File: src/hw/rtl/mfmtse_pkg.sv
// Shared types and constants for the MFM track sector extractor.
package mfmtse_pkg;

	// Parse modes
	localparam logic [1:0] MODE_HUNT_ID    = 2'd0;
	localparam logic [1:0] MODE_CAPTURE_ID = 2'd1;
	localparam logic [1:0] MODE_HUNT_DATA  = 2'd2;
	localparam logic [1:0] MODE_COPY       = 2'd3;

	// ID mark: 00 00 00 00 A1 A1 A1 FE, newest byte in the low byte
	localparam logic [63:0] ID_MARK_WORD   = 64'h0000_0000_A1A1_A1FE;
	localparam logic [31:0] DATA_MARK_WORD = 32'hA1A1_A1FB;
	localparam logic [63:0] WINDOW_FILL    = '1;
	localparam logic [10:0] BASE_SECTOR_LEN = 11'd128;

	localparam int unsigned IN_TDATA_W  = 8;
	localparam int unsigned OUT_TDATA_W = 40;

	typedef struct packed {
		logic [7:0] data_byte;
		logic [7:0] cylinder;
		logic [7:0] head_number;
		logic [7:0] sector_number;
		logic [1:0] size_code;
		logic       last_of_sector;
		logic       truncated;
	} result_t;

endpackage

File: src/hw/rtl/mfm_track_sector_extractor_unit.sv
// Top level: MFM track sector deframer with a two-word result buffer.
//
// Usage:
//   Slave side (s_tvalid/s_tready/s_tdata/s_tlast) takes one decoded track
//   byte per word; s_tlast marks the last byte of a track. The block hunts for
//   an ID address mark, captures cylinder/head/sector/size, hunts for the data
//   address mark and then forwards the 128 << size data bytes on the master
//   side (m_tvalid/m_tready/m_tdata/m_tlast/m_tuser), each tagged with the ID
//   fields. m_tlast flags the final byte of a sector; m_tuser flags a sector
//   cut short by the end of the track.
//   Output: an accepted data byte is registered in the output register, or in
//   the skid register while the output register holds a result and m_tready is low.
//   Throughput: one word per cycle while s_tready is high; the parse step for a
//   byte is combinational (a 64-bit or 32-bit mark compare, an ID byte capture or a decrement).
//   Stall: results queue in an output register plus a skid register, so the
//   slave side keeps taking words while one result waits; s_tready drops only
//   while both hold a result.
//   Reset: arst_n clears both buffers and returns the parser to hunting for an
//   ID mark with the byte window filled with FF. The word that carries s_tlast
//   returns the parser to that hunting state once processed; it does not clear the buffers.
module mfm_track_sector_extractor_unit (
	input  logic                                clk,
	input  logic                                arst_n,
	input  logic                                s_tvalid,
	output logic                                s_tready,
	input  logic [mfmtse_pkg::IN_TDATA_W-1:0]   s_tdata,  // [7:0] track_byte
	input  logic                                s_tlast,  // track_end
	output logic                                m_tvalid,
	input  logic                                m_tready,
	// [7:0] data_byte, [15:8] cylinder, [23:16] head_number,
	// [31:24] sector_number, [33:32] size_code, [39:34] zero
	output logic [mfmtse_pkg::OUT_TDATA_W-1:0]  m_tdata,
	output logic                                m_tlast,  // last_of_sector
	output logic [0:0]                          m_tuser   // [0] truncated
);

	// Parser state
	logic [63:0] win_q, win_d;
	logic [1:0]  mode_q, mode_d;
	logic [7:0]  cyl_q, cyl_d;
	logic [7:0]  head_q, head_d;
	logic [7:0]  sect_q, sect_d;
	logic [1:0]  size_q, size_d;
	logic [1:0]  cnt_q, cnt_d;
	logic [10:0] rem_q, rem_d;

	// Result buffer
	logic                  out_valid_q, out_valid_d;
	logic                  skid_valid_q, skid_valid_d;
	mfmtse_pkg::result_t   out_q, out_d;
	mfmtse_pkg::result_t   skid_q, skid_d;

	logic                  in_fire;
	logic                  res_valid;
	mfmtse_pkg::result_t   res;
	logic [63:0]           win_shift;
	logic [10:0]           rem_dec;
	logic [7:0]            in_byte;
	logic                  out_load;

	assign in_byte  = s_tdata[7:0];
	assign s_tready = !skid_valid_q;
	assign in_fire  = s_tvalid && s_tready;

	assign win_shift = {win_q[55:0], in_byte};
	assign rem_dec   = rem_q - 11'd1;

	always_comb begin
		win_d     = win_q;
		mode_d    = mode_q;
		cyl_d     = cyl_q;
		head_d    = head_q;
		sect_d    = sect_q;
		size_d    = size_q;
		cnt_d     = cnt_q;
		rem_d     = rem_q;
		res_valid = 1'b0;
		res       = '0;
		case (mode_q)
			mfmtse_pkg::MODE_COPY: begin
				rem_d              = rem_dec;
				res_valid          = 1'b1;
				res.data_byte      = in_byte;
				res.cylinder       = cyl_q;
				res.head_number    = head_q;
				res.sector_number  = sect_q;
				res.size_code      = size_q;
				res.last_of_sector = (rem_dec == 11'd0) || s_tlast;
				res.truncated      = (rem_dec != 11'd0) && s_tlast;
				if (rem_dec == 11'd0) begin
					mode_d = mfmtse_pkg::MODE_HUNT_ID;
					win_d  = mfmtse_pkg::WINDOW_FILL;
				end
			end
			mfmtse_pkg::MODE_HUNT_ID: begin
				win_d = win_shift;
				if (win_shift == mfmtse_pkg::ID_MARK_WORD) begin
					mode_d = mfmtse_pkg::MODE_CAPTURE_ID;
					cnt_d  = 2'd0;
					cyl_d  = 8'd0;
					head_d = 8'd0;
					sect_d = 8'd0;
					size_d = 2'd0;
				end
			end
			mfmtse_pkg::MODE_CAPTURE_ID: begin
				win_d = win_shift;
				cnt_d = cnt_q + 2'd1;
				case (cnt_q)
					2'd0: cyl_d  = in_byte;
					2'd1: head_d = in_byte;
					2'd2: sect_d = in_byte;
					default: begin
						size_d = in_byte[1:0];
						mode_d = mfmtse_pkg::MODE_HUNT_DATA;
						// the ID bytes themselves may form the data mark
						if (win_shift[31:0] == mfmtse_pkg::DATA_MARK_WORD) begin
							mode_d = mfmtse_pkg::MODE_COPY;
							rem_d  = mfmtse_pkg::BASE_SECTOR_LEN << in_byte[1:0];
						end
					end
				endcase
			end
			default: begin
				win_d = win_shift;
				if (win_shift[31:0] == mfmtse_pkg::DATA_MARK_WORD) begin
					mode_d = mfmtse_pkg::MODE_COPY;
					rem_d  = mfmtse_pkg::BASE_SECTOR_LEN << size_q;
				end
			end
		endcase
		// track end: back to hunting with everything cleared
		if (s_tlast) begin
			win_d  = mfmtse_pkg::WINDOW_FILL;
			mode_d = mfmtse_pkg::MODE_HUNT_ID;
			cyl_d  = 8'd0;
			head_d = 8'd0;
			sect_d = 8'd0;
			size_d = 2'd0;
			cnt_d  = 2'd0;
			rem_d  = 11'd0;
		end
	end

	always_ff @(posedge clk or negedge arst_n) begin
		if (!arst_n) begin
			win_q  <= mfmtse_pkg::WINDOW_FILL;
			mode_q <= mfmtse_pkg::MODE_HUNT_ID;
			cyl_q  <= 8'd0;
			head_q <= 8'd0;
			sect_q <= 8'd0;
			size_q <= 2'd0;
			cnt_q  <= 2'd0;
			rem_q  <= 11'd0;
		end else if (in_fire) begin
			win_q  <= win_d;
			mode_q <= mode_d;
			cyl_q  <= cyl_d;
			head_q <= head_d;
			sect_q <= sect_d;
			size_q <= size_d;
			cnt_q  <= cnt_d;
			rem_q  <= rem_d;
		end
	end

	// Output register refills from the skid first, then from the new word
	assign out_load = !out_valid_q || m_tready;

	always_comb begin
		out_valid_d  = out_valid_q;
		skid_valid_d = skid_valid_q;
		out_d        = out_q;
		skid_d       = skid_q;
		if (out_load) begin
			if (skid_valid_q) begin
				out_d        = skid_q;
				out_valid_d  = 1'b1;
				skid_valid_d = 1'b0;
			end else begin
				out_d       = res;
				out_valid_d = in_fire && res_valid;
			end
		end else if (in_fire && res_valid) begin
			skid_d       = res;
			skid_valid_d = 1'b1;
		end
	end

	always_ff @(posedge clk or negedge arst_n) begin
		if (!arst_n) begin
			out_valid_q  <= 1'b0;
			skid_valid_q <= 1'b0;
		end else begin
			out_valid_q  <= out_valid_d;
			skid_valid_q <= skid_valid_d;
		end
	end

	always_ff @(posedge clk) begin
		out_q  <= out_d;
		skid_q <= skid_d;
	end

	assign m_tvalid = out_valid_q;
	assign m_tdata  = {6'd0, out_q.size_code, out_q.sector_number, out_q.head_number,
		out_q.cylinder, out_q.data_byte};
	assign m_tlast  = out_q.last_of_sector;
	assign m_tuser  = out_q.truncated;

`ifndef NO_ASSERTIONS
	a_skid_behind_out: assert property (@(posedge clk) disable iff (!arst_n)
		skid_valid_q |-> out_valid_q)
		else $error("skid holds a word while the output register is empty");

	a_trunc_is_last: assert property (@(posedge clk) disable iff (!arst_n)
		(out_valid_q && out_q.truncated) |-> out_q.last_of_sector)
		else $error("truncated word not flagged as last of sector");

	a_copy_count: assert property (@(posedge clk) disable iff (!arst_n)
		(mode_q == mfmtse_pkg::MODE_COPY) |-> (rem_q != 11'd0))
		else $error("copy mode with no bytes left");

	a_track_end_reset: assert property (@(posedge clk) disable iff (!arst_n)
		(in_fire && s_tlast) |=>
		(mode_q == mfmtse_pkg::MODE_HUNT_ID && win_q == mfmtse_pkg::WINDOW_FILL))
		else $error("track end did not return the parser to hunting");
`endif

endmodule
File: config.mk
export PLATFORM = sky130hd
export DESIGN_NAME = mfm_track_sector_extractor_unit
export DESIGN_NICKNAME = d
export VERILOG_FILES = /design/src/hw/rtl/mfmtse_pkg.sv /design/src/hw/rtl/mfm_track_sector_extractor_unit.sv
export SDC_FILE = /design/constraint.sdc
export NUM_CORES = 1
export LEC_CHECK = 0
export BUFFER_PORTS_ARGS = -buffer_cell sky130_fd_sc_hd__buf_4
export CAP_MARGIN = 20
export CORE_MARGIN = 8
export CORE_UTILIZATION = 55
export DETAILED_ROUTE_END_ITERATION = 12
export GPL_ROUTABILITY_DRIVEN = 0
export GPL_TIMING_DRIVEN = 1
export PLACE_DENSITY = 0.74
export SYNTH_ARGS = -nofsm -noshare
export SYNTH_HDL_FRONTEND = slang
export SYNTH_SLANG_ARGS = --single-unit
File: constraint.sdc
create_clock -name clk -period 6.1 [get_ports clk]
set_input_delay 0.915 -clock clk [delete_from_list [all_inputs] [get_ports clk]]
set_output_delay 0.915 -clock clk [all_outputs]
set_load 0.02 [all_outputs]
# [Word level (Yosys, flattened, before mapping)]
# Index checks and enable logic that the tools add are counted.
# W data, S select, Z words.
[totals] reg_bits=171 input_bits=13 out_inout_bits=44 wordCells=105
[op_classes] addsub=2 n_eq_ne=14 shifts=2 n_mux=37 n_bitwise=1 n_reduce_logical=25
[ops] op="$mux W56" count=3
[ops] op="$mux W36" count=2
[ops] op="$eq A64 B32 Y1 const B" count=1
[ops] op="$mux W8" count=7
[ops] op="$pmux W8 S2" count=3
[ops] op="$mux W11" count=4
[ops] op="$pmux W11 S3" count=1
[ops] op="$eq A32 B32 Y1 const B" count=1
[ops] op="$shl A8 B2 Y11 const A" count=2
[ops] op="$mux W2" count=9
[ops] op="$reduce_and A4 Y1" count=4
[ops] op="$ne A3 B3 Y1 const B" count=4
[ops] op="$logic_not A11 Y1" count=1
[ops] op="$reduce_bool A11 Y1" count=1
[ops] op="$sub A11 B1 Y11 const B" count=1
[ops] op="$reduce_and A5 Y1" count=2
[ops] op="$ne A3 B2 Y1 const B" count=3
[ops] op="$pmux W2 S2" count=2
[ops] op="$pmux W2 S3" count=1
[ops] op="$reduce_bool A3 Y1" count=2
[ops] op="$mux W1" count=5
[ops] op="$reduce_bool A5 Y1" count=1
[ops] op="$eq A2 B1 Y1 const B" count=2
[ops] op="$eq A2 B2 Y1 const B" count=2
[ops] op="11 further kinds" count=17

# [Longest topological paths before layout]
[logic_depth] word_depth=5 depth_mapped=11 depth_no_buf=8

# [Worst setup path before layout]
# Ideal clock, no wire load.
[synth_timing] kind="in2reg" from="in m_tready" to="reg skid_q[0] in the netlist's numbering (enable)" setup_ps=474 t_arrival_ps=4475 t_required_ps=5626 slack_ps=1151 path_stages=2 path_buffers=0 path_cell_list="nand2b_1 nor3_1"
[synth_via] elab_chain_cells=3
[synth_lines] element="start, declared" line_no="mfm_track_sector_extractor_unit.sv:29" text="input logic m_tready,"
[synth_lines] element="$logic_or A1 B1 Y1" line_no="mfm_track_sector_extractor_unit.sv:168" text="assign out_load = !out_valid_q || m_tready;"
[synth_lines] element="$not A1 Y1 (no source line)"
[synth_lines] element="$reduce_and A2 Y1 (no source line)"
[synth_lines] element="end signal, assigned" line_no="mfm_track_sector_extractor_unit.sv:202" text="skid_q <= skid_d;"
[synth_lines] element="end, declared" line_no="mfm_track_sector_extractor_unit.sv:51" text="mfmtse_pkg::result_t skid_q, skid_d;"
# No other way between the ends.
# A chain may end at the register's enable or synchronous reset.

# [Final worst setup path]
[layout_timing] from="reg rem_q[8]" to="reg win_q[4]"
[layout_via] elab_chain_cells=4
[layout_lines] element="start, declared" line_no="mfm_track_sector_extractor_unit.sv:45" text="logic [10:0] rem_q, rem_d;"
[layout_lines] element="start signal, assigned" line_no="mfm_track_sector_extractor_unit.sv:163" text="rem_q <= rem_d;"
[layout_lines] element="$sub A11 B1 Y11" line_no="mfm_track_sector_extractor_unit.sv:66" text="assign rem_dec = rem_q - 11'd1;"
[layout_lines] element="$logic_not A11 Y1" line_no="mfm_track_sector_extractor_unit.sv:90" text="if (rem_dec == 11'd0) begin"
[layout_lines] element="$ne A3 B3 Y1 (no source line)"
[layout_lines] element="$reduce_and A2 Y1 (no source line)"
[layout_lines] element="end signal, assigned" line_no="mfm_track_sector_extractor_unit.sv:147" text="win_q <= mfmtse_pkg::WINDOW_FILL;"
[layout_lines] element="end signal, assigned" line_no="mfm_track_sector_extractor_unit.sv:156" text="win_q <= win_d;"
[layout_lines] element="end, declared" line_no="mfm_track_sector_extractor_unit.sv:38" text="logic [63:0] win_q, win_d;"
# No other way between the ends.

==> out/results.ini <==
[run_status]
status=complete, no violations

[global_routing]
grt_remaining_overflow=0
globalRouteTotalUtil_pct=17.7
grt_pass1_wl_mm=25.3
grt_pass1_vias=4772
antenna_found_initial=0
grt_max_degree=59

[timing]
fmax_mhz=332
min_period_over_period_pct=49.4
worst_slew_pin_slew_ns=0.952
rsz0062_at_grt=no
finalWorstSetupSlack_ns=3.08
tns_ns=0
setup-violations-final=0
relSlewSlack_pct=36.5
hold_viol=0
fin_skew_ns=0.00703
slew_viol_final=0
min_period_ns=3.02

[power]
max-vdd-ir-drop_mv=0.184
cellLeakagePower_nw=3.39
power_density_nw_per_um2=276

[logic_synthesis]
synth_area_sq_um=7520
yosys.area.top_type=edfxtp_1
ys_types=59
syn_avg_cell_area_sq_um=13.7
ys_ff_latch=171
yosysTopAreaCellShare_pct=28.8
synth_edf_count=72
yosys_warnings=0
postSynthCellCount=547
synth.area.top_cells=edfxtp_1, dfstp_2, dfrtp_1
ys.flop_type=edfxtp_1
synthArstFlopShare_pct=57.9
synth_seq_area_share_pct=62.6

[cts]
root_buffer=clkbuf_16
ctsLongestPathBuffers=2
htreeDepth=4
cts_made_buffers=17
postCtsHoldBufs=0
clk_latency_ns=0.42
cts_tree=yes
post_cts_resized=0
cts_setup_buffers=0
clkSinkCount=171
clk_pin_slew_ns=0.06

[finish]
fillers=1008
insertedDiodeCount=0
multi_input_area_sq_um=2560
area_growth_pct=13.0
fin_nets=613
drive_above_1_share_pct=30.7
ff_latch_area_sq_um=4710

[critical_path]
path_cells=or4_4 -> o31a_1 -> a311o_1 -> a221o_2 -> a21oi_4 -> buf_4 -> o22a_1
cp_slowest_cell=or4_4
reg2regPathDepth=7
r2r_start=rem_q[8]
max_stage_delay_ns=0.58
ff2ff_setup_slack_ns=3.08
critPathMaxFanout=56
arrival_ns=3.38
timing.rr.end=win_q[4]
crit_path_end_kind=flip-flop
start_kind=flip-flop
crit_type=reg2reg
required_ns=6.46

[floorplan]
fp.dieW_um=133
die_y_um=133
ios=57
core_sq_um=13300
fp.dieArea_sq_um=17700
initial_utilization_pct=56.5
fp-row-count=42

[job]
drv_cap=0

[hold_path]
hp-class=in2async

[placed_design]
dpl.hpwl_mm=10.1
io_buffers=50
place_ws_ns=3.00

[route]
drtPass1Iterations=4
postRouteAntennaNets=0
totalWireLength_mm=15.2
dr_total_vias=4700
wire_per_inst_um=19.5
drc=0
vias_per_cell=6.03
drt_iter0_markers=308

metal layers:
| metal | wire, um | vias up | GRT usage, % |
|---|---|---|---|
| met3 | 812 | 19 | 5.19 |
| met1 | 6790 | 2372 | 23.1 |
| met4 | 223 | 0 | 5.87 |
| met5 | 0 | - | 0 |
| li1 | - | 2190 | - |
| met2 | 7350 | 119 | 27.8 |
state kept, by name, indices dropped and copies added (netlist names), 2 cells and up:
| name | flops |
|---|---|
| win_q | 56 |
| skid_q | 36 |
| m_tdata | 34 |
| rem_q | 11 |
| cyl_q | 8 |
| head_q | 8 |
| sect_q | 8 |
| cnt_q | 2 |
| mode_q | 2 |
| size_q | 2 |
where the power goes:
part / total [mW] / switching (mW) / internal [mW]
combinational: 0.135 / 0.0915 / 0.0437
sequential: 1.24 / 0.0179 / 1.22
clock: 0.972 / 0.419 / 0.553
total: 2.35 / 0.528 / 1.82
layout make-up:
cell class / count / area share, %
clock buffers: 26 / 5.76
repair buffers: 56 / 4.95
multi-input cells: 329 / 30.2
clock inverters: 6 / 0.456
flip-flops and latches: 171 / 55.4
inverters: 15 / 0.663
well taps: 176 / 2.59
kinds of logic (layout without fill, tap and decap cells):
family / Yosys count / after routing / synth area share, %
simple gates: 129 / 129 / 10.2
compound gates: 144 / 144 / 16.0
buf+inv: 52 / 103 / 3.61
fa+ha+maj: 10 / 10 / 1.66
mux: 37 / 37 / 5.53
flops: 171 / 171 / 62.6
xor+xnor: 3 / 3 / 0.350
other cells: 1 / 6 / 0.0499
worst max-delay path: cells and delay by family, from the launching register on:
kind	cells	cell delay (ns)
AOI/OAI and AO/OA	5	1.47
DFF	1	0.42
buffers and inverters	1	0.48
and+or+nand+nor	1	0.58
worst max-delay path by stage:
stage                           from        end
after detailed placement  s_tdata[3]   cyl_q[1]
final                       rem_q[8]   win_q[4]
after floorplan             m_tready  skid_q[0]
after global placement    s_tdata[3]  sect_q[3]
after CTS                   rem_q[8]   win_q[4]
after global routing        win_q[5]  sect_q[1]
metrics by stage:
stage / hold slack (ns) / instances / util [%] / cell area (sq um) / power, mW
final: 0.482 / 779 / 63.9 / 8500 / 2.35
after global routing: 0.511 / 779 / 63.9 / 8500 / 2.43
after CTS: 0.477 / 779 / 63.9 / 8500 / 2.37
after detailed placement: 0.508 / 747 / 59.9 / 7970 / 1.40
after global placement: 0.503 / 747 / 59.9 / 7970 / 1.39
after floorplan: 0.485 / 552 / - / 7540 / 1.35
cells in the mapped netlist (all sizes together) (2+ instances only):
master   instances
o21bai           3
mux2            36
ha              10
nand3b           2
clkbuf          23
dfrtp           43
a32o            24
nor3             9
o2bb2ai          2
inv             15
nor2            17
nand4b           2
nor3b            6
o211ai           8
xnor2            3
nand2b           2
buf             14
o31a             2
a22o             5
nand2           22
and3             2
or4b             2
edfxtp          72
nor4b            5
or4              2
dfstp           56
nor4            11
a21oi           12
and4             3
nand4            3
or3              2
and2            34
a221o            2
a211o            3
nor2b            3
o21ai           16
o22a            56
a21o             2
placed cells by master, fill, tap and decap left out, drive strengths merged, types with 4 or more instances in the layout:
| cell type | n |
|---|---|
| edfxtp | 72 |
| o22a | 56 |
| buf | 56 |
| dfstp | 56 |
| dfrtp | 43 |
| mux2 | 36 |
| and2 | 34 |
| clkbuf | 26 |
| a32o | 24 |
| nand2 | 22 |
| nor2 | 17 |
| inv | 17 |
| o21ai | 16 |
| a21oi | 12 |
| nor4 | 11 |
| ha | 10 |
| nor3 | 9 |
| o211ai | 8 |
| conb | 6 |
| nor3b | 6 |
| nor4b | 5 |
| a22o | 5 |
| clkinv | 4 |
Note: power is estimated with default switching activity, not from simulation.
